$ cat config.mk
export PLATFORM = sky130hd
export DESIGN_NAME = swm_fifo
export DESIGN_NICKNAME = d
export VERILOG_FILES = /design/src/swm_pkg.sv /design/src/swm_fifo.sv
export SDC_FILE = /design/constraint.sdc
export NUM_CORES = 1
export LEC_CHECK = 0
export ABC_AREA = 1
export BUFFER_PORTS_ARGS = -buffer_cell sky130_fd_sc_hd__buf_2
export CAP_MARGIN = 20
export CORE_MARGIN = 1
export CORE_UTILIZATION = 51
export CTS_CLUSTER_DIAMETER = 60
export CTS_CLUSTER_SIZE = 20
export DETAILED_ROUTE_END_ITERATION = 10
export GPL_ROUTABILITY_DRIVEN = 0
export GPL_TIMING_DRIVEN = 0
export PLACE_DENSITY = 0.75
export SLEW_MARGIN = 20
export SYNTH_ARGS = -nofsm -noshare
export SYNTH_HDL_FRONTEND = slang
export SYNTH_SLANG_ARGS = --single-unit
export TNS_END_PERCENT = 5
$ cat constraint.sdc
create_clock -name clock -period 4 [get_ports clock]
set_input_delay 0.4 -clock clock [delete_from_list [all_inputs] [get_ports clock]]
set_output_delay 0.4 -clock clock [all_outputs]
set_load 0.02 [all_outputs]
$ cat src/swm_pkg.sv
// ----------------------------------------------------------------------------
// swm_pkg
// Types, sizes and compare helpers of the sliding window max block.
// ----------------------------------------------------------------------------
`default_nettype none

package swm_pkg;

   // Block sizes
   localparam int MAX_WINDOW  = 8;
   localparam int MAX_WIDTH   = 1024;
   localparam int MAX_HEIGHT  = 1024;
   localparam int PIXEL_BITS  = 32;

   // Register and field widths
   localparam int WSZ_BITS      = 4;
   localparam int DIM_BITS      = 11;
   localparam int CSR_DATA_BITS = 11;
   localparam int CSR_IDX_BITS  = 2;
   localparam int OUT_POS_BITS  = 10;

   // Derived widths
   localparam int K_BITS      = $clog2(MAX_WINDOW + 1);
   localparam int COL_BITS    = $clog2(MAX_WIDTH);
   localparam int ROW_BITS    = $clog2(MAX_HEIGHT);
   localparam int STORE_SLOTS = MAX_WINDOW - 1;
   localparam int STORE_BITS  = STORE_SLOTS * PIXEL_BITS;
   localparam int PAIR_CNT    = (MAX_WINDOW + 1) / 2;

   // Queue sizing
   localparam int FIFO_DEPTH    = 4;
   localparam int FIFO_PTR_BITS = $clog2(FIFO_DEPTH);
   localparam int FIFO_CNT_BITS = $clog2(FIFO_DEPTH + 1);

   typedef logic signed [PIXEL_BITS-1:0] pix_type;

   localparam pix_type PIX_MIN = {1'b1, {(PIXEL_BITS-1){1'b0}}};

   typedef pix_type win_type [MAX_WINDOW];
   typedef pix_type pair_type [PAIR_CNT];

   // Register indexes of the configuration port
   typedef enum logic [CSR_IDX_BITS-1:0] {
      CSR_WINDOW_SIZE  = 2'd0,
      CSR_FRAME_WIDTH  = 2'd1,
      CSR_FRAME_HEIGHT = 2'd2
   } csr_index_type;

   // One item as it moves from front to back and on to the result side
   typedef struct packed {
      logic signed [PIXEL_BITS-1:0] value;
      logic [COL_BITS-1:0]          addr;
      logic [OUT_POS_BITS-1:0]      row;
      logic [OUT_POS_BITS-1:0]      col;
      logic                         emit;
      logic                         last;
   } item_type;

   // Signed maximum of two pixels
   function automatic pix_type larger(input pix_type a, input pix_type b);
      return (b > a) ? b : a;
   endfunction

   // Mask entries at or above k, then take the first compare level
   function automatic pair_type pair_max(input win_type cand, input logic [K_BITS-1:0] k);
      win_type  m;
      pair_type p;
      for (int j = 0; j < MAX_WINDOW; j++) begin
         m[j] = (K_BITS'(j) < k) ? cand[j] : PIX_MIN;
      end
      for (int q = 0; q < PAIR_CNT; q++) begin
         if (2 * q + 1 < MAX_WINDOW) begin
            p[q] = larger(m[2*q], m[2*q+1]);
         end else begin
            p[q] = m[2*q];
         end
      end
      return p;
   endfunction

   // Remaining compare levels over the pair maxima
   function automatic pix_type reduce_max(input pair_type p);
      pix_type r;
      r = p[0];
      for (int q = 1; q < PAIR_CNT; q++) begin
         r = larger(r, p[q]);
      end
      return r;
   endfunction

endpackage

`default_nettype wire

$ cat src/swm_fifo.sv
// ----------------------------------------------------------------------------
// swm_fifo
// Short register queue of items with occupancy count.
// ----------------------------------------------------------------------------
`default_nettype none

module swm_fifo import swm_pkg::*; (
   input  logic                     clock,
   input  logic                     reset,
   input  logic                     push,
   input  item_type                 push_item,
   output logic                     full,
   input  logic                     pop,
   output logic                     head_valid,
   output item_type                 head_item,
   output logic [FIFO_CNT_BITS-1:0] count
);

   item_type                 mem_ff [FIFO_DEPTH];
   logic [FIFO_PTR_BITS-1:0] wr_ptr_ff, wr_ptr_in;
   logic [FIFO_PTR_BITS-1:0] rd_ptr_ff, rd_ptr_in;
   logic [FIFO_CNT_BITS-1:0] count_ff, count_in;
   logic                     do_push;
   logic                     do_pop;

   assign full       = (count_ff == FIFO_CNT_BITS'(FIFO_DEPTH));
   assign head_valid = (count_ff != '0);
   assign head_item  = mem_ff[rd_ptr_ff];
   assign count      = count_ff;
   assign do_push    = push && !full;
   assign do_pop     = pop && head_valid;

   // Advance pointers and count
   always_comb begin
      wr_ptr_in = wr_ptr_ff;
      rd_ptr_in = rd_ptr_ff;
      count_in  = count_ff;
      if (do_push) begin
         wr_ptr_in = (wr_ptr_ff == FIFO_PTR_BITS'(FIFO_DEPTH - 1)) ? '0
                   : wr_ptr_ff + FIFO_PTR_BITS'(1);
      end
      if (do_pop) begin
         rd_ptr_in = (rd_ptr_ff == FIFO_PTR_BITS'(FIFO_DEPTH - 1)) ? '0
                   : rd_ptr_ff + FIFO_PTR_BITS'(1);
      end
      case ({do_push, do_pop})
         2'b10:   count_in = count_ff + FIFO_CNT_BITS'(1);
         2'b01:   count_in = count_ff - FIFO_CNT_BITS'(1);
         default: count_in = count_ff;
      endcase
   end

   always_ff @(posedge clock) begin
      if (reset) begin
         wr_ptr_ff <= '0;
         rd_ptr_ff <= '0;
         count_ff  <= '0;
      end else begin
         wr_ptr_ff <= wr_ptr_in;
         rd_ptr_ff <= rd_ptr_in;
         count_ff  <= count_in;
      end
   end

   // Store entries
   always_ff @(posedge clock) begin
      if (do_push) begin
         mem_ff[wr_ptr_ff] <= push_item;
      end
   end

endmodule

`default_nettype wire

==> results of run 1 <==
-- worst max-delay path, cell delays in order (launching register included) --
cell and delay, ns:
dfxtp_1 0.33, buf_4 0.19, clkbuf_1 0.36, o21ai_0 0.18, o22ai_1 0.32, buf_2 0.23
-- cell usage after synthesis --
| cell type | number | area, sq um |
|---|---|---|
| nand3b_1 | 2 | 15.0 |
| inv_4 | 1 | 6.26 |
| edfxtp_1 | 256 | 7690 |
| o21ai_1 | 56 | 280 |
| buf_6 | 14 | 158 |
| inv_1 | 17 | 63.8 |
| o21ai_0 | 74 | 370 |
| buf_4 | 3 | 22.5 |
| nor2_1 | 142 | 533 |
| clkinv_1 | 1 | 3.75 |
| nand4_1 | 1 | 6.26 |
| fa_1 | 1 | 20.0 |
| a21oi_1 | 4 | 20.0 |
| buf_2 | 7 | 35.0 |
| clkbuf_2 | 3 | 15.0 |
| ha_1 | 6 | 75.1 |
| clkbuf_1 | 14 | 52.6 |
| nand3_1 | 1 | 5.00 |
| nand2_1 | 14 | 52.6 |
| o22ai_1 | 64 | 400 |
| dfxtp_1 | 9 | 180 |
-- worst max path at each step --
stage	start	end	slack, ns
after floorplan	count[1]	mem_ff[0][0]	0.02
after global placement	count[1]	mem_ff[3][23]	-1.98
after detailed placement	count[1]	mem_ff[0][26]	1.81
after CTS	flop	head_item[0]	1.48
after global routing	flop	head_item[0]	1.40
final	flop	head_item[0]	1.50
-- cell type report --
type                            instances  area, sq um  area share
Buffer                                 41          283      0.0239
Multi-Input combinational cell        365         1810       0.153
Sequential cell                       265         7870       0.664
Antenna cell                            1         2.50    0.000211
Timing Repair Buffer                  149         1020      0.0858
Clock buffer                           23          448      0.0378
Inverter                               19         73.8     0.00623
Tap cell                              260          325      0.0275
Clock inverter                          2         20.0     0.00169
-- sequential cells by signal, indices dropped and copies added, names as in the netlist, named ones only --
name,cells
count,3
mem_ff,256
rd_ptr_ff,2
wr_ptr_ff,2
-- power by group through the flow --
stage / sequential, W / clock [W] / combinational (W)
floorplan: 0.00349 / 0 / 0.00163
global placement: 0.00350 / 0 / 0.00250
detailed placement: 0.00346 / 0 / 0.00265
CTS: 0.00339 / 0.00164 / 0.00266
global route: 0.00341 / 0.00174 / 0.00287
finish: 0.00339 / 0.00161 / 0.00264
-- layer usage --
metal | wire length [um] | vias to the layer above | track usage
li1 | - | 2900 | -
met1 | 8740 | 2917 | 0.288
met2 | 9860 | 177 | 0.335
met3 | 1400 | 22 | 0.0357
met4 | 333 | 0 | 0.0419
met5 | 0 | - | 0
-- metrics by stage --
stage / setup TNS, ns / total power [W] / area, sq um
2_1_floorplan: 0 / 0.00512 / 10000
3_3_place_gp: -478.75 / 0.00599 / 11000
3_5_place_dp: 0 / 0.00611 / 11400
4_1_cts: 0 / 0.00769 / 11800
5_1_grt: 0 / 0.00802 / 11800
6_report: 0 / 0.00764 / 11800
-- kinds of logic after synthesis --
kind of cell	Yosys count
fa+ha+maj	7
buf+inv	60
compound gates	198
flops	265
simple gates	160
==> results.sh, run 1 <==
export IMPL_status="finished clean"
export IMPL_synth_seq_cells=265
export IMPL_viasPerCell=5.35
export IMPL_dp_hpwl_um=13300
export IMPL_synth_fa_ha_area_frac=0.00951
export IMPL_drc=0
export IMPL_grtUsageTotal=0.204
export IMPL_first_pass_iters=4
export IMPL_max_slew_worst_pin_slew_ns=0.493
export IMPL_ys_warn_count=0
export IMPL_intPower_w=0.00499
export IMPL_grt_ovfl_total=0
export IMPL_seq_power_share=0.444
export IMPL_final_common_cell="edfxtp_1"
export IMPL_rsz0062_at_grt="false"
export IMPL_synth_distinct_cells=21
export IMPL_root_buffer="clkbuf_16"
export IMPL_start_util=0.528
export IMPL_drv_cap=0
export IMPL_endpoint_kind="primary output"
export IMPL_postCtsResizedCells=0
export IMPL_ir_worst_vdd_mv=0.430
export IMPL_synthSimpleGateAreaFrac=0.0612
export IMPL_cts_tree="done"
export IMPL_holdPathEnd="mem_ff[3][7]"
export IMPL_holdCritStartpoint="push_item[7]"
export IMPL_hold_viol_final=0
export IMPL_combPwrFrac=0.345
export IMPL_wl_um=20300
export IMPL_syn_num_nets=765
export IMPL_grt_max_degree=25
export IMPL_routedWlPerCell_um=18.1
export IMPL_coreArea_sq_um=19000
export IMPL_layout_common_cells="edfxtp_1 (256), buf_2 (143), nor2_1 (138), o21ai_0 (74), o22ai_1 (64)"
export IMPL_fin_ws_ns=1.50
export IMPL_hold_buffers=0
export IMPL_synth_compound_area_frac=0.107
export IMPL_dieArea_sq_um=20200
export IMPL_drive_gt1_frac=0.230
export IMPL_post_cts_setup_buffers=0
export IMPL_h_tree_depth=1
export IMPL_finish_utilization=0.625
export IMPL_yosysSeqAreaShare=0.787
export IMPL_finalCritPeriodShare=0.625
export IMPL_hp_class="primary input to flop"
export IMPL_insertion_delay_ns=0.48
export IMPL_cts_sinks=265
export IMPL_vias=6016
export IMPL_grt_antenna_before_repair=2
export IMPL_final_max_slew_viol_count=0
export IMPL_synth_top_family_by_area="compound AO/OA/AOI/OAI gates"
export IMPL_whs_path_depth=1
export IMPL_synth_xor_area_frac=0
export IMPL_max_clock_freq_ghz=0.400
export IMPL_syn2layout_area_growth_pct=18.4
export IMPL_required_ns=3.60
export IMPL_nFillCells=1402
export IMPL_cp_start_kind="flop"
export IMPL_cts_buffers=17
export IMPL_grt_pass1_wl_um=31100
export IMPL_power_density_nw_per_um2=645
export IMPL_ff2ff_path_depth=7
export IMPL_swShare=0.348
export IMPL_r2r_start="count[1]"
export IMPL_grt_pass1_vias=5711
export IMPL_synthMuxAreaShare=0
export IMPL_avgSynthCellArea_sq_um=14.5
export IMPL_cts_buffer_depth=3
export IMPL_clock_skew_ns=0.0212
export IMPL_drtAntennaViolNets=0
export IMPL_instances_no_fill=1125
export IMPL_r2r_slack_ns=1.83
export IMPL_synthCells=690
export IMPL_worstSetupPathType="flop to primary output"
export IMPL_placedCellCount=1099
export IMPL_p_leak_nw=4.22
export IMPL_setup_violations_final=0
export IMPL_hold_slack_ns=0.120
export IMPL_port_buffers=136
export IMPL_reg2reg_to="mem_ff[0][25]"
export IMPL_min_period_ns=2.50
export IMPL_clkTransAtPathRegs_ns=0.08
export IMPL_p_sw_w=0.00266
export IMPL_crit_path_max_fanout=10
export IMPL_p_clk_frac=0.211
export IMPL_post_place_ws_ns=1.81
export IMPL_die_w_um=142
export IMPL_dr_first_iter_drc_count=464
export IMPL_slew_headroom=0.671
export IMPL_netlist_area_sq_um=10000
export IMPL_nets=933
export IMPL_num_rows=50
export IMPL_arrival_ns=2.10
export IMPL_die_h_um=142
export IMPL_ios=137
Note: power is estimated with default switching activity, not from simulation.
==> inputs of run 2 (changes only) <==
- ABC_AREA: 1 -> 0
- CORE_UTILIZATION: 51 -> 55
- PLACE_DENSITY: 0.75 -> 0.77
- clock period: 4 -> 2.3 ns (I/O delays scaled with it)
==> run 2 against run 1 <==
Net effect: power rose by 56%; final cell count shrank 25%; sequential cell count is the same; highest routed layer unchanged; non-clock buffer count rose by 30; hold slack got worse by 0.031 ns; synthesized area fell by 2.9%; critical endpoint is now count[2]; combinational power grew 17%; via count shrank 23%; clock power grew 80%; die area shrank 9.8%.
==> results.sh, run 2 <==
export IMPL_status="finished clean"
export IMPL_final_area_sq_um=12000
export IMPL_coreArea_sq_um=17300
export IMPL_synth_fa_ha_area_frac=0.00979
export IMPL_avgSynthCellArea_sq_um=25.0
export IMPL_rsz0062_at_grt="true"
export IMPL_synth_largest_area_cell="edfxtp_1"
export IMPL_layout_common_cells="edfxtp_1 (256), buf_2 (141), mux4_2 (64), dlygate4sd3_1 (64), clkbuf_16 (17)"
export IMPL_drc=0
export IMPL_cts_buffer_depth=3
export IMPL_wl_um=17500
export IMPL_async_flop_share=0
export IMPL_crit_path_start="count[1]"
export IMPL_root_buffer="clkbuf_16"
export IMPL_hold_viol_final=0
export IMPL_max_clock_freq_ghz=0.444
export IMPL_synthCells=388
export IMPL_dr_first_iter_drc_count=262
export IMPL_routedWlPerCell_um=20.8
export IMPL_synth_area_leaders="edfxtp_1 (79%), mux4_2 (15%), dfxtp_1 (1.9%)"
export IMPL_p_leak_nw=4.09
export IMPL_num_rows=48
export IMPL_netlist_area_sq_um=9710
export IMPL_dieArea_sq_um=18200
export IMPL_syn_num_nets=463
export IMPL_min_period_ns=2.25
export IMPL_slowest_delay_ns=0.38
export IMPL_largest_reg_flops=256
export IMPL_ff2ff_path_depth=10
export IMPL_clkTransAtPathRegs_ns=0.08
export IMPL_grt_antenna_before_repair=0
export IMPL_crit_path_max_fanout=6
export IMPL_die_h_um=135
export IMPL_grtUsageTotal=0.198
export IMPL_grt_pass1_wl_um=26900
export IMPL_max_slew_worst_pin_slew_ns=0.642
export IMPL_endpoint_kind="flop"
export IMPL_cts_buffers=17
export IMPL_ios=137
export IMPL_synth_main_ff_cell="edfxtp_1"
export IMPL_final_max_slew_viol_count=0
export IMPL_cp_top_family="simple AND/OR/NAND/NOR gates"
export IMPL_port_buffers=135
export IMPL_fin_ws_ns=0.0484
export IMPL_syn2layout_area_growth_pct=23.2
export IMPL_cts_tree="done"
export IMPL_r2r_slack_ns=0.05
export IMPL_cp_depth=10
export IMPL_hold_slack_ns=0.0889
export IMPL_power_density_nw_per_um2=996
export IMPL_cts_sinks=265
export IMPL_finalCritPeriodShare=0.979
export IMPL_grt_pass1_vias=4968
export IMPL_final_common_cell="edfxtp_1"
export IMPL_synth_compound_area_frac=0.00541
export IMPL_top_register="mem_ff"
export IMPL_die_w_um=135
export IMPL_critical_path_buf_inv_count=3
export IMPL_synth_top_family_by_area="multiplexers"
export IMPL_ys_warn_count=0
export IMPL_h_tree_depth=1
export IMPL_setup_violations_final=0
export IMPL_start_util=0.561
export IMPL_synthMuxAreaShare=0.149
export IMPL_crit_chain="or3b_1 -> buf_6 -> and2_4 -> inv_2 -> ha_4 -> inv_2 -> fa_2 -> xor2_1 -> or3_4 -> a21oi_2"
export IMPL_synth_distinct_cells=27
export IMPL_first_pass_iters=4
export IMPL_yosysSeqAreaShare=0.810
export IMPL_yosys_top_cells_count="edfxtp_1 (256), mux4_2 (64), dfxtp_1 (9)"
export IMPL_synth_xor_area_frac=0.00180
export IMPL_drv_cap=0
export IMPL_drtAntennaViolNets=0
export IMPL_r2r_start="count[1]"
export IMPL_cpMaxStageDelayCell="or3b_1"
export IMPL_required_ns=2.71
export IMPL_endpoint="count[2]"
export IMPL_synthSimpleGateAreaFrac=0.0106
export IMPL_drive_gt1_frac=0.415
export IMPL_nets=686
export IMPL_dp_hpwl_um=10800
export IMPL_placedInstanceArea_sq_um=10800
export IMPL_worstSetupPathType="flop to flop"
export IMPL_post_place_ws_ns=-0.0182
export IMPL_diodes=0
export IMPL_synthDominantCellAreaShare=0.792
export IMPL_crit_path_frequent_cell="inv_2"
export IMPL_viasPerCell=5.50
export IMPL_insertion_delay_ns=0.48
export IMPL_vias=4621
export IMPL_hp_class="primary input to flop"
export IMPL_cp_start_kind="flop"
export IMPL_ir_worst_vdd_mv=1.01
export IMPL_slew_headroom=0.568
export IMPL_synth_seq_cells=265
export IMPL_clock_skew_ns=0.00913
export IMPL_arrival_ns=2.66
export IMPL_grt_ovfl_total=0
export IMPL_grt_max_degree=46
export IMPL_synth_edff_count=256
export IMPL_yosysMostFrequentCell="edfxtp_1"
export IMPL_reg2reg_to="count[2]"
run 2: cell count changes after synthesis, moves of 56 or more:
| cell | delta |
|---|---|
| o22ai_1 | -64 |
| mux4_2 | +64 |
| o21ai_1 | -56 |
| nor2_1 | -138 |
| o21ai_0 | -73 |
run 2: worst min path at each step:
stage | start | endpoint | slack [ns] | cells after the start
2_1_floorplan | push_item[0] | mem_ff[0][0] | 0.33 | 0
5_1_grt | push | wr_ptr_ff[1] | 0.1 | 3
4_1_cts | push | wr_ptr_ff[1] | 0.07 | 3
3_5_place_dp | push_item[58] | mem_ff[0][58] | 0.45 | 1
6_report | push | wr_ptr_ff[1] | 0.09 | 3
3_3_place_gp | push_item[21] | mem_ff[1][21] | 0.44 | 1
run 2: final cells by class:
class,count,area (sq um)
Tap cell,225,282
Clock buffer,20,437
Inverter,8,30.0
Buffer,16,103
Clock inverter,3,43.8
Timing Repair Buffer,204,1430
Sequential cell,265,7880
Multi-Input combinational cell,99,1760
Fill cell,1075,5330
run 2: tightest hold or removal path: stages:
cell and delay, ns:
buf_2 0.15, nand3_1 0.09, a21oi_1 0.05
run 2: metrics by stage:
step                      instances  TNS, ns  total power (W)   util
after floorplan                 388        0          0.00809      -
after global placement          748   -42.63          0.00893  0.618
after detailed placement        752  -0.0182          0.00909  0.626
after CTS                       839   -0.294           0.0121  0.691
after global routing            840    -2.32           0.0124  0.692
final                           840        0           0.0119  0.692
run 2: cell families (layout without fill, tap and decap cells):
logic type,count (synthesis),in the layout
muxes,65,65
and+or+nand+nor,17,17
buffers and inverters,24,251
AOI/OAI and AO/OA,8,8
xor gates and xnor gates,2,2
DFF,265,265
adders and majority gates,7,7
run 2: per-layer routing:
metal	GRT usage	up-vias	part of all wire
li1	-	2078	-
met1	0.255	2371	0.40
met2	0.348	140	0.52
met3	0.0349	32	0.050
met4	0.0568	0	0.021
met5	0	-	0
run 2: timing repair:
item | 4_1_cts | 5_1_grt
hold buffers | 64 | 0
endpoints found under the setup margin | 61 | 61
pin swaps | 2 | 0
endpoints found under the hold margin | 256 | 0
setup buffers | 0 | 1
gates resized for setup | 7 | 1
run 2: power breakdown:
part / total, W / internal [W] / switching [W]
Sequential: 0.00592 / 0.00579 / 0.000130
Combinational: 0.00310 / 0.00136 / 0.00174
Clock: 0.00290 / 0.00147 / 0.00143
Total: 0.0119 / 0.00862 / 0.00329
==> inputs of run 3 (changes only) <==
- CORE_UTILIZATION: 55 -> 25
- PLACE_DENSITY: 0.77 -> not set
- RECOVER_POWER: not set -> 100
==> run 3 against run 2 <==
Net effect: sequential cell count stayed put; utilization decreased by 35 points; largest cell class unchanged; sequential share of layout area down 4.7 points; clock skew up 0.0086 ns; highest routed layer unchanged; global-route usage is 9.5 points lower; die area rose by 120%; sequential power hardly changed.
==> results.sh, run 3 (synthesis gave the netlist of run 2 again) <==
export IMPL_port_buffers=135
export IMPL_h_tree_depth=1
export IMPL_grt_max_degree=37
export IMPL_die_h_um=199
export IMPL_coreArea_sq_um=37900
export IMPL_hold_viol_final=0
export IMPL_drc=0
export IMPL_slowest_delay_ns=0.37
export IMPL_r2r_slack_ns=0.07
export IMPL_diodes=0
export IMPL_swShare=0.286
export IMPL_grt_pass1_vias=5067
export IMPL_grt_antenna_before_repair=0
export IMPL_fin_tns_setup_ns=0
export IMPL_first_pass_iters=4
export IMPL_drv_cap=0
export IMPL_routedWlPerCell_um=17.5
export IMPL_cts_sinks=265
export IMPL_die_w_um=199
export IMPL_max_slew_worst_pin_slew_ns=0.666
export IMPL_cts_tree="done"
export IMPL_status="finished clean"
export IMPL_grt_pass1_wl_um=30400
export IMPL_p_leak_nw=4.18
export IMPL_start_util=0.256
export IMPL_hold_slack_ns=0.0653
export IMPL_seq_power_share=0.422
export IMPL_ios=137
export IMPL_cts_buffers=28
export IMPL_crit_path_max_fanout=6
export IMPL_p_sw_w=0.00401
export IMPL_crit_path_frequent_cell="inv_2"
export IMPL_cpMaxStageDelayCell="or3b_1"
export IMPL_clkTransAtPathRegs_ns=0.07
export IMPL_viasPerCell=4.12
export IMPL_dr_first_iter_drc_count=163
export IMPL_nets=703
export IMPL_max_clock_freq_ghz=0.448
export IMPL_layout_common_cells="edfxtp_1 (256), clkbuf_1 (72), buf_2 (66), dlygate4sd3_1 (65), mux4_2 (64)"
export IMPL_syn2layout_area_growth_pct=32.5
export IMPL_drive_gt1_frac=0.334
export IMPL_p_total_w=0.0140
export IMPL_combPwrFrac=0.235
export IMPL_vias=4775
export IMPL_required_ns=2.77
export IMPL_cp_start_kind="flop"
export IMPL_intPower_w=0.00999
export IMPL_largest_reg_flops=256
export IMPL_critical_path_buf_inv_count=3
export IMPL_crit_chain="or3b_1 -> clkbuf_1 -> and2_4 -> inv_2 -> ha_4 -> inv_2 -> fa_2 -> xor2_1 -> or3_4 -> a21oi_2"
export IMPL_p_clk_frac=0.342
export IMPL_dieArea_sq_um=39600
export IMPL_clock_skew_ns=0.0177
export IMPL_wl_um=20300
export IMPL_final_common_cell="edfxtp_1"
export IMPL_drtAntennaViolNets=0
export IMPL_finish_utilization=0.339
export IMPL_grt_ovfl_total=0
export IMPL_final_max_slew_viol_count=0
export IMPL_finalCritPeriodShare=0.971
export IMPL_top_register="mem_ff"
export IMPL_cts_buffer_depth=3
export IMPL_insertion_delay_ns=0.56
export IMPL_num_rows=71
export IMPL_power_density_nw_per_um2=1090
export IMPL_min_period_ns=2.23
export IMPL_worstSetupPathType="flop to flop"
export IMPL_slew_headroom=0.556
export IMPL_hp_class="primary input to flop"
export IMPL_endpoint_kind="flop"
export IMPL_ir_worst_vdd_mv=0.587
export IMPL_arrival_ns=2.71
export IMPL_setup_violations_final=0
export IMPL_grtUsageTotal=0.103
export IMPL_dp_hpwl_um=12600
export IMPL_cp_top_family="simple AND/OR/NAND/NOR gates"
export IMPL_root_buffer="clkbuf_16"
export IMPL_rsz0062_at_grt="true"
## run 3: what timing repair did
item,4_1_cts,5_1_grt
gates cloned,0,0
hold buffers,65,0
gates resized for setup,27,7
endpoints found under the hold margin,258,0
pin swaps,0,2
setup endpoints to repair,60,60
setup buffers,0,4
## run 3: final timing paths
| path | start | to | cells after the start |
|---|---|---|---|
| max reg2reg | count[1] | count[2] | 10 |
| min reg2reg | rd_ptr_ff[0] | rd_ptr_ff[0] | 2 |
| max | count[1] | count[2] | 10 |
| min | reset | count[0] | 2 |
## run 3: through the flow
stage / setup slack (ns) / area, sq um / std cells
after floorplan: 0.0774 / 9740 / 388
after global placement: -0.439 / 11100 / 1034
after detailed placement: 0.0134 / 11200 / 1040
after CTS: -0.0170 / 12900 / 1156
after global routing: -0.0165 / 12900 / 1160
final: 0.0673 / 12900 / 1160
## run 3: area by class of cell
cell class / count / area [sq um]
Fill cell: 3628 / 25100
Sequential cell: 265 / 7880
Multi-Input combinational cell: 99 / 1750
Timing Repair Buffer: 210 / 1370
Clock buffer: 30 / 729
Tap cell: 511 / 639
Clock inverter: 21 / 280
Buffer: 16 / 191
Inverter: 8 / 30.0
## run 3: power groups by stage
stage                     Sequential, W  Combinational (W)  Clock [W]
final                           0.00591            0.00329    0.00479
after CTS                       0.00592            0.00337    0.00496
after floorplan                 0.00602            0.00207          0
after global routing            0.00595            0.00356    0.00508
after global placement          0.00603            0.00307          0
after detailed placement        0.00602            0.00319          0
## run 3: worst reg2reg max path: stages, from the launching register on
cell      delay (ns)
dfxtp_1         0.35
or3b_1          0.37
clkbuf_1        0.13
and2_4          0.15
inv_2           0.05
ha_4            0.13
inv_2           0.04
fa_2            0.34
xor2_1          0.17
or3_4           0.33
a21oi_2         0.11
## run 3: metal layers
layer,global-route usage,part of all wire,vias up
li1,-,-,2137
met1,0.133,0.44,2485
met2,0.172,0.48,117
met3,0.0275,0.055,36
met4,0.0265,0.023,0
met5,0,0,-
