## src/swm_pkg.sv

```systemverilog
// ----------------------------------------------------------------------------
// swm_pkg
// Types, sizes and compare helpers of the sliding window max block.
// ----------------------------------------------------------------------------
`default_nettype none

package swm_pkg;

   // Block sizes
   localparam int MAX_WINDOW  = 8;
   localparam int MAX_WIDTH   = 1024;
   localparam int MAX_HEIGHT  = 1024;
   localparam int PIXEL_BITS  = 32;

   // Register and field widths
   localparam int WSZ_BITS      = 4;
   localparam int DIM_BITS      = 11;
   localparam int CSR_DATA_BITS = 11;
   localparam int CSR_IDX_BITS  = 2;
   localparam int OUT_POS_BITS  = 10;

   // Derived widths
   localparam int K_BITS      = $clog2(MAX_WINDOW + 1);
   localparam int COL_BITS    = $clog2(MAX_WIDTH);
   localparam int ROW_BITS    = $clog2(MAX_HEIGHT);
   localparam int STORE_SLOTS = MAX_WINDOW - 1;
   localparam int STORE_BITS  = STORE_SLOTS * PIXEL_BITS;
   localparam int PAIR_CNT    = (MAX_WINDOW + 1) / 2;

   // Queue sizing
   localparam int FIFO_DEPTH    = 4;
   localparam int FIFO_PTR_BITS = $clog2(FIFO_DEPTH);
   localparam int FIFO_CNT_BITS = $clog2(FIFO_DEPTH + 1);

   typedef logic signed [PIXEL_BITS-1:0] pix_type;

   localparam pix_type PIX_MIN = {1'b1, {(PIXEL_BITS-1){1'b0}}};

   typedef pix_type win_type [MAX_WINDOW];
   typedef pix_type pair_type [PAIR_CNT];

   // Register indexes of the configuration port
   typedef enum logic [CSR_IDX_BITS-1:0] {
      CSR_WINDOW_SIZE  = 2'd0,
      CSR_FRAME_WIDTH  = 2'd1,
      CSR_FRAME_HEIGHT = 2'd2
   } csr_index_type;

   // One item as it moves from front to back and on to the result side
   typedef struct packed {
      logic signed [PIXEL_BITS-1:0] value;
      logic [COL_BITS-1:0]          addr;
      logic [OUT_POS_BITS-1:0]      row;
      logic [OUT_POS_BITS-1:0]      col;
      logic                         emit;
      logic                         last;
   } item_type;

   // Signed maximum of two pixels
   function automatic pix_type larger(input pix_type a, input pix_type b);
      return (b > a) ? b : a;
   endfunction

   // Mask entries at or above k, then take the first compare level
   function automatic pair_type pair_max(input win_type cand, input logic [K_BITS-1:0] k);
      win_type  m;
      pair_type p;
      for (int j = 0; j < MAX_WINDOW; j++) begin
         m[j] = (K_BITS'(j) < k) ? cand[j] : PIX_MIN;
      end
      for (int q = 0; q < PAIR_CNT; q++) begin
         if (2 * q + 1 < MAX_WINDOW) begin
            p[q] = larger(m[2*q], m[2*q+1]);
         end else begin
            p[q] = m[2*q];
         end
      end
      return p;
   endfunction

   // Remaining compare levels over the pair maxima
   function automatic pix_type reduce_max(input pair_type p);
      pix_type r;
      r = p[0];
      for (int q = 1; q < PAIR_CNT; q++) begin
         r = larger(r, p[q]);
      end
      return r;
   endfunction

endpackage

`default_nettype wire

```

## src/swm_front.sv

```systemverilog
// ----------------------------------------------------------------------------
// swm_front
// Configuration registers, raster position, row window and horizontal max.
// Drops pixels that do not reach a full window width and queues the rest.
// ----------------------------------------------------------------------------
`default_nettype none

module swm_front import swm_pkg::*; (
   input  logic                      clock,
   input  logic                      reset,
   input  logic                      req_valid,
   output logic                      req_ready,
   input  logic signed [PIXEL_BITS-1:0] req_pixel_value,
   input  logic                      csr_write_en,
   input  logic [CSR_IDX_BITS-1:0]   csr_index,
   input  logic [CSR_DATA_BITS-1:0]  csr_wdata,
   output logic [K_BITS-1:0]         win_k,
   input  logic                      q_full,
   output logic                      q_push,
   output item_type                  q_item
);

   logic [WSZ_BITS-1:0] wsz_ff, wsz_in;
   logic [DIM_BITS-1:0] fw_ff, fw_in;
   logic [DIM_BITS-1:0] fh_ff, fh_in;
   logic [COL_BITS-1:0] col_ff, col_in;
   logic [ROW_BITS-1:0] row_ff, row_in;
   win_type             window_ff, window_in;
   logic                a_valid_ff, a_valid_in;
   logic                a_active_ff, a_active_in;
   item_type            a_item_ff, a_item_in;
   logic                b_valid_ff, b_valid_in;
   pair_type            b_pair_ff, b_pair_in;
   item_type            b_item_ff, b_item_in;

   logic [K_BITS-1:0]   k;
   logic [DIM_BITS-1:0] w;
   logic [DIM_BITS-1:0] h;
   logic [DIM_BITS-1:0] x1;
   logic [DIM_BITS-1:0] y1;
   logic                accept;
   logic                a_move;
   logic                b_move;
   logic                b_free;

   // Saturate the configuration into its legal range
   assign k = (wsz_ff == '0) ? K_BITS'(1)
            : (int'(wsz_ff) > MAX_WINDOW) ? K_BITS'(MAX_WINDOW) : K_BITS'(wsz_ff);
   assign w = (fw_ff == '0) ? DIM_BITS'(1)
            : (int'(fw_ff) > MAX_WIDTH) ? DIM_BITS'(MAX_WIDTH) : fw_ff;
   assign h = (fh_ff == '0) ? DIM_BITS'(1)
            : (int'(fh_ff) > MAX_HEIGHT) ? DIM_BITS'(MAX_HEIGHT) : fh_ff;
   assign win_k = k;

   // Pipeline handshake: window stage, pair stage, queue
   assign b_move    = b_valid_ff && !q_full;
   assign b_free    = !b_valid_ff || b_move;
   assign a_move    = a_valid_ff && (!a_active_ff || b_free);
   assign req_ready = !a_valid_ff || a_move;
   assign accept    = req_valid && req_ready;

   assign x1 = DIM_BITS'(col_ff) + DIM_BITS'(1);
   assign y1 = DIM_BITS'(row_ff) + DIM_BITS'(1);

   always_comb begin
      wsz_in      = wsz_ff;
      fw_in       = fw_ff;
      fh_in       = fh_ff;
      col_in      = col_ff;
      row_in      = row_ff;
      window_in   = window_ff;
      a_valid_in  = a_valid_ff;
      a_active_in = a_active_ff;
      a_item_in   = a_item_ff;
      b_valid_in  = b_valid_ff;
      b_pair_in   = b_pair_ff;
      b_item_in   = b_item_ff;

      // Shift the row window and classify the pixel
      if (accept) begin
         window_in[0] = req_pixel_value;
         for (int i = 1; i < MAX_WINDOW; i++) begin
            window_in[i] = window_ff[i-1];
         end
         a_active_in     = (x1 >= DIM_BITS'(k));
         a_item_in.value = req_pixel_value;
         a_item_in.addr  = col_ff;
         a_item_in.row   = OUT_POS_BITS'(y1 - DIM_BITS'(k));
         a_item_in.col   = OUT_POS_BITS'(x1 - DIM_BITS'(k));
         a_item_in.emit  = (x1 >= DIM_BITS'(k)) && (y1 >= DIM_BITS'(k));
         a_item_in.last  = (x1 == w) && (y1 == h);
         if (x1 >= w) begin
            col_in = '0;
            row_in = (y1 >= h) ? '0 : ROW_BITS'(y1);
         end else begin
            col_in = COL_BITS'(x1);
         end
      end

      // Hold the window stage until it moves on
      if (accept) begin
         a_valid_in = 1'b1;
      end else if (a_move) begin
         a_valid_in = 1'b0;
      end

      // Load the pair stage with active pixels only
      if (a_move && a_active_ff) begin
         b_valid_in = 1'b1;
         b_pair_in  = pair_max(window_ff, k);
         b_item_in  = a_item_ff;
      end else if (b_move) begin
         b_valid_in = 1'b0;
      end

      // Writes to the known registers restart the frame
      if (csr_write_en) begin
         unique case (csr_index)
            CSR_WINDOW_SIZE: begin
               wsz_in = csr_wdata[WSZ_BITS-1:0];
               col_in = '0;
               row_in = '0;
            end
            CSR_FRAME_WIDTH: begin
               fw_in  = csr_wdata[DIM_BITS-1:0];
               col_in = '0;
               row_in = '0;
            end
            CSR_FRAME_HEIGHT: begin
               fh_in  = csr_wdata[DIM_BITS-1:0];
               col_in = '0;
               row_in = '0;
            end
            default: begin
            end
         endcase
      end
   end

   always_ff @(posedge clock) begin
      if (reset) begin
         wsz_ff     <= WSZ_BITS'(2);
         fw_ff      <= DIM_BITS'(MAX_WIDTH);
         fh_ff      <= DIM_BITS'(MAX_HEIGHT);
         col_ff     <= '0;
         row_ff     <= '0;
         a_valid_ff <= 1'b0;
         b_valid_ff <= 1'b0;
      end else begin
         wsz_ff     <= wsz_in;
         fw_ff      <= fw_in;
         fh_ff      <= fh_in;
         col_ff     <= col_in;
         row_ff     <= row_in;
         a_valid_ff <= a_valid_in;
         b_valid_ff <= b_valid_in;
      end
   end

   always_ff @(posedge clock) begin
      window_ff   <= window_in;
      a_active_ff <= a_active_in;
      a_item_ff   <= a_item_in;
      b_pair_ff   <= b_pair_in;
      b_item_ff   <= b_item_in;
   end

   // Finish the horizontal max on the way into the queue
   always_comb begin
      q_item       = b_item_ff;
      q_item.value = reduce_max(b_pair_ff);
   end
   assign q_push = b_move;

endmodule

`default_nettype wire

```

## config.mk

```make
export PLATFORM = sky130hd
export DESIGN_NAME = swm_front
export DESIGN_NICKNAME = d
export VERILOG_FILES = /design/src/swm_pkg.sv /design/src/swm_front.sv
export SDC_FILE = /design/constraint.sdc
export NUM_CORES = 1
export LEC_CHECK = 0
export ABC_AREA = 1
export BUFFER_PORTS_ARGS = -buffer_cell sky130_fd_sc_hd__buf_2
export CAP_MARGIN = 25
export CORE_MARGIN = 2
export CORE_UTILIZATION = 55
export CTS_CLUSTER_SIZE = 12
export DETAILED_ROUTE_END_ITERATION = 12
export PLACE_DENSITY_LB_ADDON = 0.05
export SLEW_MARGIN = 30
export SYNTH_ARGS = -nofsm -noshare
export SYNTH_HDL_FRONTEND = slang
export SYNTH_SLANG_ARGS = --single-unit
```

## constraint.sdc

```tcl
create_clock -name clock -period 25.9 [get_ports clock]
set_input_delay 5.18 -clock clock [delete_from_list [all_inputs] [get_ports clock]]
set_output_delay 5.18 -clock clock [all_outputs]
set_load 0.02 [all_outputs]
```

==> results of run 1 <==
## synth_stat cells (all sizes together), types with 14 or more instances
library cell and n:
nand3 71, clkbuf 65, a21oi 168, edfxtp 449
nor3 19, dfxtp 48, ha 254, nor2 238
a211oi 15, o21ai 178, nand2 602, inv 332
buf 14, nand4 61, xor2 25
## worst min-delay path by stage
stage / from / endpoint / slack, ns / cells past startpoint
detailed placement: a_item_ff[27] / q_item[27] / 0.40 / 0
finish: a_item_ff[21] / q_item[21] / 0.42 / 0
global placement: a_item_ff[4] / q_item[4] / 0.40 / 0
CTS: a_item_ff[27] / q_item[27] / 0.42 / 0
global route: a_item_ff[21] / q_item[21] / 0.42 / 0
floorplan: a_item_ff[0] / q_item[0] / 0.40 / 0
## per-layer routing
| layer | global-route usage | up-vias |
|---|---|---|
| met2 | 0.350 | 517 |
| met1 | 0.366 | 8548 |
| met4 | 0.0777 | 0 |
| li1 | - | 9247 |
| met3 | 0.0259 | 105 |
| met5 | 0 | - |
## stage by stage
step           instances  instance area, um^2  utilization  setup slack [ns]  power, uW
2_1_floorplan       2628                25900            -              3.02       1370
3_3_place_gp        3294                27200        0.584             11.68       1520
3_5_place_dp        3295                27200        0.584             11.52       1530
4_1_cts             3392                28900        0.621             10.83       2290
5_1_grt             3392                29000        0.622             10.81       2400
6_report            3392                29000        0.622             11.69       2280
## cells by family after synthesis
kind of cell | after synthesis
AND/OR/NAND/NOR | 1016
flip-flops | 497
AO/OA/AOI/OAI | 418
buffers and inverters | 415
adder cells (fa/ha/maj) | 256
XOR/XNOR | 26
## flip-flops by register name, summed over array words and instances (netlist names), 4 cells and up
| signal | flops |
|---|---|
| a_item_ff | 32 |
| fh_ff | 11 |
| q_item | 32 |
| col_ff | 10 |
| b_pair_ff | 128 |
| fw_ff | 11 |
| row_ff | 10 |
| wsz_ff | 4 |
| window_ff | 256 |
## power by group through the flow
stage	combinational, uW	clock [uW]	sequential [uW]
3_3_place_gp	537	0	980
3_5_place_dp	552	0	982
6_report	556	755	966
4_1_cts	554	774	966
2_1_floorplan	389	0	985
5_1_grt	623	802	970
## final cells by class
type	instances	area, um^2
Clock inverter	24	245
Timing Repair Buffer	139	773
Inverter	336	1260
Fill cell	3851	17600
Multi-Input combinational cell	1716	9980
Tap cell	607	759
Sequential cell	497	14400
Clock buffer	73	1490
## critical path, delay by kind of cell, from the launching register on
family | cells | cell delay (ns)
and+or+nand+nor | 20 | 3.17
buffers and inverters | 3 | 0.86
adders and majority gates | 3 | 0.98
DFF | 1 | 0.38
AOI/OAI and AO/OA | 14 | 2.95
==> impl_summary.txt, run 1 <==
----------------------------------------------------
[Floorplanning]
  Overall die height ... 221 um
  Core ar. ... 0.0466 mm^2
  Starting utilization of the core area ... 0.557
  Total I/O pin count ... 120
  DIE WIDTH ... 221 um
  Cell row count ... 79
  Die outline area ... 0.0489 mm^2

[Setup path]
  Last element of the critical path ... q_item[61]
  Worst path slowest cell ... o21ai_0
  WS Path Type ... reg2out
  Slowest stage delay, CP ... 0.69 ns
  R2R Setup Slk ... 20.96 ns
  First element of the critical path ... b_pair_ff[69]
  Crit path arrival time ... 9.03 ns
  Most prevalent standard cell on the critical path ... nand2_1
  Maximum fanout along the worst path ... 63
  Startpoint of the most critical register-to-register path ... wsz_ff[3]
  Required time worst endpoint ... 20.72 ns
  CP Capture Type ... output port
  Startpoint type of the worst setup path ... flop
  Critical R2R Capture ... b_pair_ff[22]
  Worst-case reg-to-reg path depth ... 20

[Cells and area]
  Layout cell share with drive strength beyond 1 ... 0.0858
  Synthesis-to-layout area growth ... 11.7%
  Inserted Diodes ... 0
  Leading cell type in the layout, fill and taps excluded ... nand2_1
  Number of nets in the layout ... 3,050
  Leading cell types in the layout, fill and taps excluded ... nand2_1 (600), edfxtp_1 (449), inv_1 (330)

[Clock tree]
  Number of buffers created by CTS ... 54
  Clock insertion delay at the later pin of the skew report ... 0.60 ns
  Clk sink count ... 497
  Post-CTS Repair Setup Buffers ... 0
  Max Root-Sink Buffers ... 3
  Clock-pin slew reported for the worst setup and hold paths after clock tree synthesis ... 0.06 ns
  CTS Root Cell ... clkbuf_16
  Number of gates resized after CTS ... 0
  Deepest level of the CTS H-tree ... 2
  TritonCTS clock tree ... yes
  Count of hold-fix buffers inserted at cts ... 0

[Power and ir drop]
  Fraction of power spent switching nets ... 0.315
  Areal power density over the cells ... 78.7 mW/mm^2
  Power share of the sequential group ... 0.424
  Largest vdd supply drop ... 0.0621 mV
  Leakage ... 0.0127 uW
  Combinational share of power ... 0.244
  Switching power summed over all nets ... 717 uW
  Clock network power share ... 0.332
  Internal Dissipation ... 1560 uW

[Drt]
  Drt wl/cell ... 17.0 um
  DRC violations left ... 0
  Final wirelength ... 57,800 um
  First-iteration detailed-routing DRC count ... 1,332
  Post-route met1 wirelength ... 28,400 um
  Routed vias/inst ... 5.43
  Via count ... 18,417
  Met2 wire length ... 24,400 um
  Met3 Routed Length ... 3320 um
  Top routing layer used ... met4
  Drt first pass iters ... 5
  Number of nets with antenna violations after routing ... 0

[STA]
  Final setup fails ... 0
  Setup repair after global routing missed its margin ... no
  Transition time at the pin with the least slew margin ... 0.844 ns
  Slew Limit Headroom ... 0.437
  Post-route fraction of the period consumed by the critical path ... 0.549
  Max-slew violation total from the final report ... 0
  Final hold violation count ... 0
  Final hold slack ... 0.417 ns
  Worst setup skew after layout ... 0.0145 ns
  Highest clock rate ... 0.0704 GHz
  Total Neg Setup Slack ... 0 ns
  Fin crit period ... 14.21 ns

[Synth]
  Number of synthesized flops with an enable pin ... 449
  Share of synthesized registers carrying an async set or reset ... 0
  Part of the Yosys area used for sequential elements ... 0.557
  Cell types occupying the most area after synthesis ... edfxtp_1 (52%), ha_1 (12%), nand2_1 (8.7%), inv_1 (4.8%), dfxtp_1 (3.7%)
  Post-Synthesis Mean Instance Area ... 9.87 um^2
  Gate count of the mapped netlist ... 2,628
  Compound-cell area share of the yosys netlist ... 0.0883
  Synth Flop Type ... edfxtp_1
  Area fraction of the dominant cell type after synthesis ... 0.520
  Post-synthesis sequential element count ... 497
  Top cell type by total area after synthesis ... edfxtp_1
  Simple-gate share of the synthesized area ... 0.161
  Post-Synth XOR/XNOR Area ... 0.00878
  Post-synthesis instance area ... 0.0259 mm^2
  Synthesized-area fraction occupied by adder cells ... 0.124
  Unique cell type count in the Yosys netlist ... 45
  Largest family of logic cells by synthesized area ... simple AND/OR/NAND/NOR gates
  Share of cell area taken by muxes after synthesis ... 0
  Post-Synthesis Net Count ... 2,934
  Total of warnings raised by yosys ... 0

[Hold path]
  Path type of the worst min-delay path ... reg2reg

[GRT]
  Overflow left after global routing ... 0
  All-layer global routing usage ... 0.237
  Number of antenna violations at the first check in global routing ... 0
  Maximum number of pins on one net before global-route repair ... 147
  Wire length of the first global-routing pass ... 91,900 um
  Number of global-route vias before repair ... 17,450

[Place]
  Final GP Congestion ... 0.911
  Count of buffers from port buffering ... 119
  HPWL reported at the end of detailed placement ... 43,300 um

[Flow run]
  Maximum Capacitance Violations ... 0

[Outcome]
  Outcome ... complete, no violations

----------------------------------------------------
No activity file was read; power rests on OpenSTA's default activity.
==> run 2, diff against run 1 <==
==> constraint.sdc (replaced) <==
create_clock -name clock -period 14.8 [get_ports clock]
set_input_delay 2.96 -clock clock [delete_from_list [all_inputs] [get_ports clock]]
set_output_delay 2.96 -clock clock [all_outputs]
set_load 0.02 [all_outputs]
==> impl_summary.txt, run 2 (synthesis gave the netlist of run 1 again) <==
----------------------------------------------------
[Setup path]
  Maximum fanout along the worst path ... 63
  R2R Setup Slk ... 9.68 ns
  Required time worst endpoint ... 11.84 ns
  Worst path slowest cell ... o21ai_0
  WS Path Type ... reg2out
  Most prevalent standard cell on the critical path ... nand2_1
  Slowest stage delay, CP ... 0.72 ns
  Worst-case reg-to-reg path depth ... 19
  Crit path arrival time ... 8.97 ns
  First element of the critical path ... b_pair_ff[66]
  Startpoint type of the worst setup path ... flop
  CP Capture Type ... output port
  Startpoint of the most critical register-to-register path ... wsz_ff[3]
  Critical R2R Capture ... b_pair_ff[66]

[Clock tree]
  Count of hold-fix buffers inserted at cts ... 0
  Number of buffers created by CTS ... 53
  Clock-pin slew reported for the worst setup and hold paths after clock tree synthesis ... 0.06 ns
  Max Root-Sink Buffers ... 3
  Clk sink count ... 497
  Number of gates resized after CTS ... 0
  Post-CTS Repair Setup Buffers ... 0
  CTS Root Cell ... clkbuf_16
  TritonCTS clock tree ... yes
  Clock insertion delay at the later pin of the skew report ... 0.61 ns
  Deepest level of the CTS H-tree ... 2

[Drt]
  Via count ... 18,430
  Number of nets with antenna violations after routing ... 0
  Drt first pass iters ... 7
  Drt wl/cell ... 17.4 um
  Routed vias/inst ... 5.44
  First-iteration detailed-routing DRC count ... 1,489
  Final wirelength ... 58,900 um
  DRC violations left ... 0

[STA]
  Max-slew violation total from the final report ... 0
  Highest clock rate ... 0.0838 GHz
  Post-route fraction of the period consumed by the critical path ... 0.806
  Fin crit period ... 11.93 ns
  Setup repair after global routing missed its margin ... no
  Total Neg Setup Slack ... 0 ns
  Worst setup skew after layout ... 0.0255 ns
  Transition time at the pin with the least slew margin ... 0.916 ns
  Slew Limit Headroom ... 0.389
  Final setup fails ... 0
  Final hold violation count ... 0

[Floorplanning]
  Starting utilization of the core area ... 0.557
  Total I/O pin count ... 120
  Die outline area ... 0.0489 mm^2
  DIE WIDTH ... 221 um
  Core ar. ... 0.0466 mm^2
  Overall die height ... 221 um
  Cell row count ... 79

[Power and ir drop]
  Leakage ... 0.0126 uW
  Clock network power share ... 0.325
  Internal Dissipation ... 2690 uW
  Combinational share of power ... 0.247
  Fraction of power spent switching nets ... 0.319
  Power share of the sequential group ... 0.428
  Areal power density over the cells ... 137 mW/mm^2
  Largest vdd supply drop ... 0.113 mV
  Switching power summed over all nets ... 1260 uW

[Cells and area]
  Inserted Diodes ... 0
  Register name with the most flops ... window_ff
  Number of nets in the layout ... 3,047
  Synthesis-to-layout area growth ... 11.3%
  Leading cell type in the layout, fill and taps excluded ... nand2_1
  Max reg flops ... 256
  Leading registers by flop count ... window_ff (256), b_pair_ff (128)
  Final instance count without filler cells ... 3,388
  Fillcell total ... 3,796
  Leading cell types in the layout, fill and taps excluded ... nand2_1 (599), edfxtp_1 (449), inv_1 (330)
  Layout cell share with drive strength beyond 1 ... 0.0827

[GRT]
  Overflow left after global routing ... 0
  All-layer global routing usage ... 0.241
  Number of antenna violations at the first check in global routing ... 0
  Maximum number of pins on one net before global-route repair ... 152
  Wire length of the first global-routing pass ... 93,500 um
  Number of global-route vias before repair ... 17,569

[Place]
  Total instance count after detailed placement ... 3,293
  Final GP Congestion ... 0.907
  HPWL reported at the end of detailed placement ... 44,400 um
  Count of buffers from port buffering ... 119

[Hold path]
  Count of cells along the worst hold path ... 0
  Hold Path Origin ... a_item_ff[23]
  Endpoint with the worst hold slack ... q_item[23]
  Path type of the worst min-delay path ... reg2reg

[Flow run]
  Maximum Capacitance Violations ... 0

[Outcome]
  Outcome ... complete, no violations

----------------------------------------------------
==> run 2: changes by cell type in the layout (fill, tap and decap cells not counted), sizes merged <==
cell / before / now
clkinv: 21 / 20
inv: 334 / 335
clkinvlp: 0 / 1
buf: 139 / 137
clkbuf: 73 / 70
==> run 2: area by class of cell <==
class | instances | area [um^2] | area share
timing repair buffer | 137 | 751 | 0.0260
tap | 607 | 759 | 0.0263
inverter | 336 | 1260 | 0.0437
sequential | 497 | 14400 | 0.501
multi-input combinational | 1716 | 9980 | 0.346
clock buffer | 70 | 1390 | 0.0482
clock inverter | 25 | 262 | 0.00906
==> run 2: metal layers <==
layer / track usage / routed length [um] / up-vias
li1: - / - / 9237
met1: 0.376 / 29100 / 8608
met2: 0.350 / 24800 / 495
met3: 0.0381 / 3690 / 90
met4: 0.0619 / 1310 / 0
met5: 0 / 0 / -
==> run 2: stage by stage <==
| step | hold slack (ns) | worst slack (ns) | instance area (um^2) | utilization | power (uW) |
|---|---|---|---|---|---|
| after floorplan | 0.400 | 0.746 | 25900 | - | 2400 |
| after global placement | 0.404 | 2.68 | 27200 | 0.583 | 2670 |
| after detailed placement | 0.405 | 2.93 | 27200 | 0.584 | 2690 |
| after CTS | 0.419 | 2.28 | 28800 | 0.619 | 3970 |
| after global routing | 0.430 | 1.98 | 28900 | 0.620 | 4150 |
| final | 0.419 | 2.87 | 28900 | 0.620 | 3950 |
==> run 2: how the worst max path moves through the flow <==
stage / depth (start not counted) / slack (ns) / endpoint
2_1_floorplan: 7 / 0.75 / col_ff[0]
3_3_place_gp: 38 / 2.68 / q_item[36]
3_5_place_dp: 40 / 2.93 / q_item[40]
4_1_cts: 40 / 2.28 / q_item[40]
5_1_grt: 40 / 1.98 / q_item[40]
6_report: 40 / 2.87 / q_item[40]
==> run 2: worst max-delay path, delay by kind of cell, from the launching register on <==
kind / cells / cell delay (ns)
AND/OR/NAND/NOR: 26 / 4.17
AO/OA/AOI/OAI: 7 / 1.79
buffers and inverters: 4 / 0.85
flip-flops: 1 / 0.45
adder cells (fa/ha/maj): 3 / 1.06
==> run 2: power by group through the flow <==
| stage | combinational, uW | sequential, uW | clock, uW |
|---|---|---|---|
| after floorplan | 680 | 1720 | 0 |
| after global placement | 949 | 1720 | 0 |
| after detailed placement | 972 | 1720 | 0 |
| after CTS | 975 | 1690 | 1310 |
| after global routing | 1090 | 1700 | 1360 |
| final | 974 | 1690 | 1280 |
==> run 3, diff against run 2 <==
==> constraint.sdc (replaced) <==
create_clock -name clock -period 11.85 [get_ports clock]
set_input_delay 2.37 -clock clock [delete_from_list [all_inputs] [get_ports clock]]
set_output_delay 2.37 -clock clock [all_outputs]
set_load 0.02 [all_outputs]
==> impl_summary.txt, run 3 (synthesis gave the netlist of run 1 again) <==
----------------------------------------------------
[GRT]
  Number of antenna violations at the first check in global routing ... 0
  Wire length of the first global-routing pass ... 93,300 um
  Maximum number of pins on one net before global-route repair ... 84
  Number of global-route vias before repair ... 17,193
  Overflow left after global routing ... 0
  All-layer global routing usage ... 0.241

[Setup path]
  Most prevalent standard cell on the critical path ... nand2_1
  Worst path slowest cell ... edfxtp_1
  Startpoint type of the worst setup path ... flop
  Required time worst endpoint ... 9.48 ns
  CP Capture Type ... output port
  R2R Setup Slk ... 6.67 ns
  WS Path Type ... reg2out
  Crit path arrival time ... 8.51 ns
  Maximum fanout along the worst path ... 33
  Slowest stage delay, CP ... 0.47 ns

[Drt]
  Drt wl/cell ... 17.4 um
  Routed vias/inst ... 5.40
  Drt first pass iters ... 5
  Final wirelength ... 59,000 um
  DRC violations left ... 0
  Number of nets with antenna violations after routing ... 0
  First-iteration detailed-routing DRC count ... 1,401
  Via count ... 18,340

[Clock tree]
  TritonCTS clock tree ... yes
  Clock insertion delay at the later pin of the skew report ... 0.60 ns
  Post-CTS Repair Setup Buffers ... 0
  Deepest level of the CTS H-tree ... 2
  Clk sink count ... 497
  Count of hold-fix buffers inserted at cts ... 0
  Number of buffers created by CTS ... 53
  Clock-pin slew reported for the worst setup and hold paths after clock tree synthesis ... 0.06 ns
  CTS Root Cell ... clkbuf_16
  Number of gates resized after CTS ... 0
  Max Root-Sink Buffers ... 3

[Floorplanning]
  Total I/O pin count ... 120
  Die outline area ... 0.0489 mm^2
  Starting utilization of the core area ... 0.557
  DIE WIDTH ... 221 um
  Core ar. ... 0.0466 mm^2
  Overall die height ... 221 um
  Cell row count ... 79

[Place]
  Placed cell area ... 0.0273 mm^2
  HPWL reported at the end of detailed placement ... 45,000 um
  Final GP Congestion ... 0.891
  Count of buffers from port buffering ... 119

[STA]
  Highest clock rate ... 0.0919 GHz
  Fin crit period ... 10.88 ns
  Worst setup skew after layout ... 0.0104 ns
  Slew Limit Headroom ... 0.357
  Total Neg Setup Slack ... 0 ns
  Final hold violation count ... 0
  Post-route fraction of the period consumed by the critical path ... 0.918
  Max-slew violation total from the final report ... 0
  Transition time at the pin with the least slew margin ... 0.965 ns
  Setup repair after global routing missed its margin ... no
  Final setup fails ... 0

[Power and ir drop]
  Leakage ... 0.0127 uW
  Total power ... 4910 uW
  Areal power density over the cells ... 170 mW/mm^2
  Largest vdd supply drop ... 0.140 mV

[Cells and area]
  Inserted Diodes ... 0
  Fin area ... 0.0289 mm^2
  Number of nets in the layout ... 3,052
  Leading cell type in the layout, fill and taps excluded ... nand2_1
  Register name with the most flops ... window_ff
  Leading cell types in the layout, fill and taps excluded ... nand2_1 (600), edfxtp_1 (449), inv_1 (329)
  Synthesis-to-layout area growth ... 11.5%
  Core utilization of the finished layout ... 0.621
  Leading registers by flop count ... window_ff (256), b_pair_ff (128)
  Layout cell share with drive strength beyond 1 ... 0.0875
  Max reg flops ... 256

[Hold path]
  Path type of the worst min-delay path ... reg2reg

[Flow run]
  Maximum Capacitance Violations ... 0

[Outcome]
  Outcome ... complete, no violations

----------------------------------------------------
-- run 3: critical path: cells and delay by family, from the launching register on --
kind | cells | cell delay (ns)
adders and majority gates | 3 | 0.95
AOI/OAI and AO/OA | 12 | 2.30
and+or+nand+nor | 23 | 2.93
DFF | 1 | 0.47
buffers and inverters | 5 | 1.19
-- run 3: path summary, 6_finish.rpt --
check,cells after the start,end,from
setup / recovery,43,q_item[57],b_pair_ff[66]
hold / removal,0,q_item[30],a_item_ff[30]
setup reg to reg,20,b_pair_ff[23],wsz_ff[3]
hold reg to reg,0,q_item[30],a_item_ff[30]
-- run 3: layout make-up --
class	count	area [um^2]
multi-input cells	1716	9990
clock buffers	74	1490
inverters	336	1260
well taps	607	759
flip-flops and latches	497	14400
clock inverters	22	151
fillers	3831	17600
repair buffers	142	823
-- run 3: routing by layer --
layer,part of all wire,GRT usage,vias up
met5,0,0,-
met2,0.42,0.352,454
li1,-,-,9242
met3,0.050,0.0283,91
met4,0.023,0.0665,0
met1,0.51,0.379,8553
-- run 3: stage by stage --
step                      worst slack, ns  cells  hold slack (ns)
final                               0.970   3394            0.415
after floorplan                      1.04   2628            0.400
after global placement              0.526   3295            0.403
after detailed placement            0.841   3298            0.405
after global routing               0.0823   3394            0.422
after CTS                           0.149   3394            0.417
-- run 3: power by group --
| part | switching (uW) | internal [uW] |
|---|---|---|
| sequential | 55.9 | 2060 |
| clock | 671 | 897 |
| combinational | 857 | 372 |
| total | 1580 | 3320 |
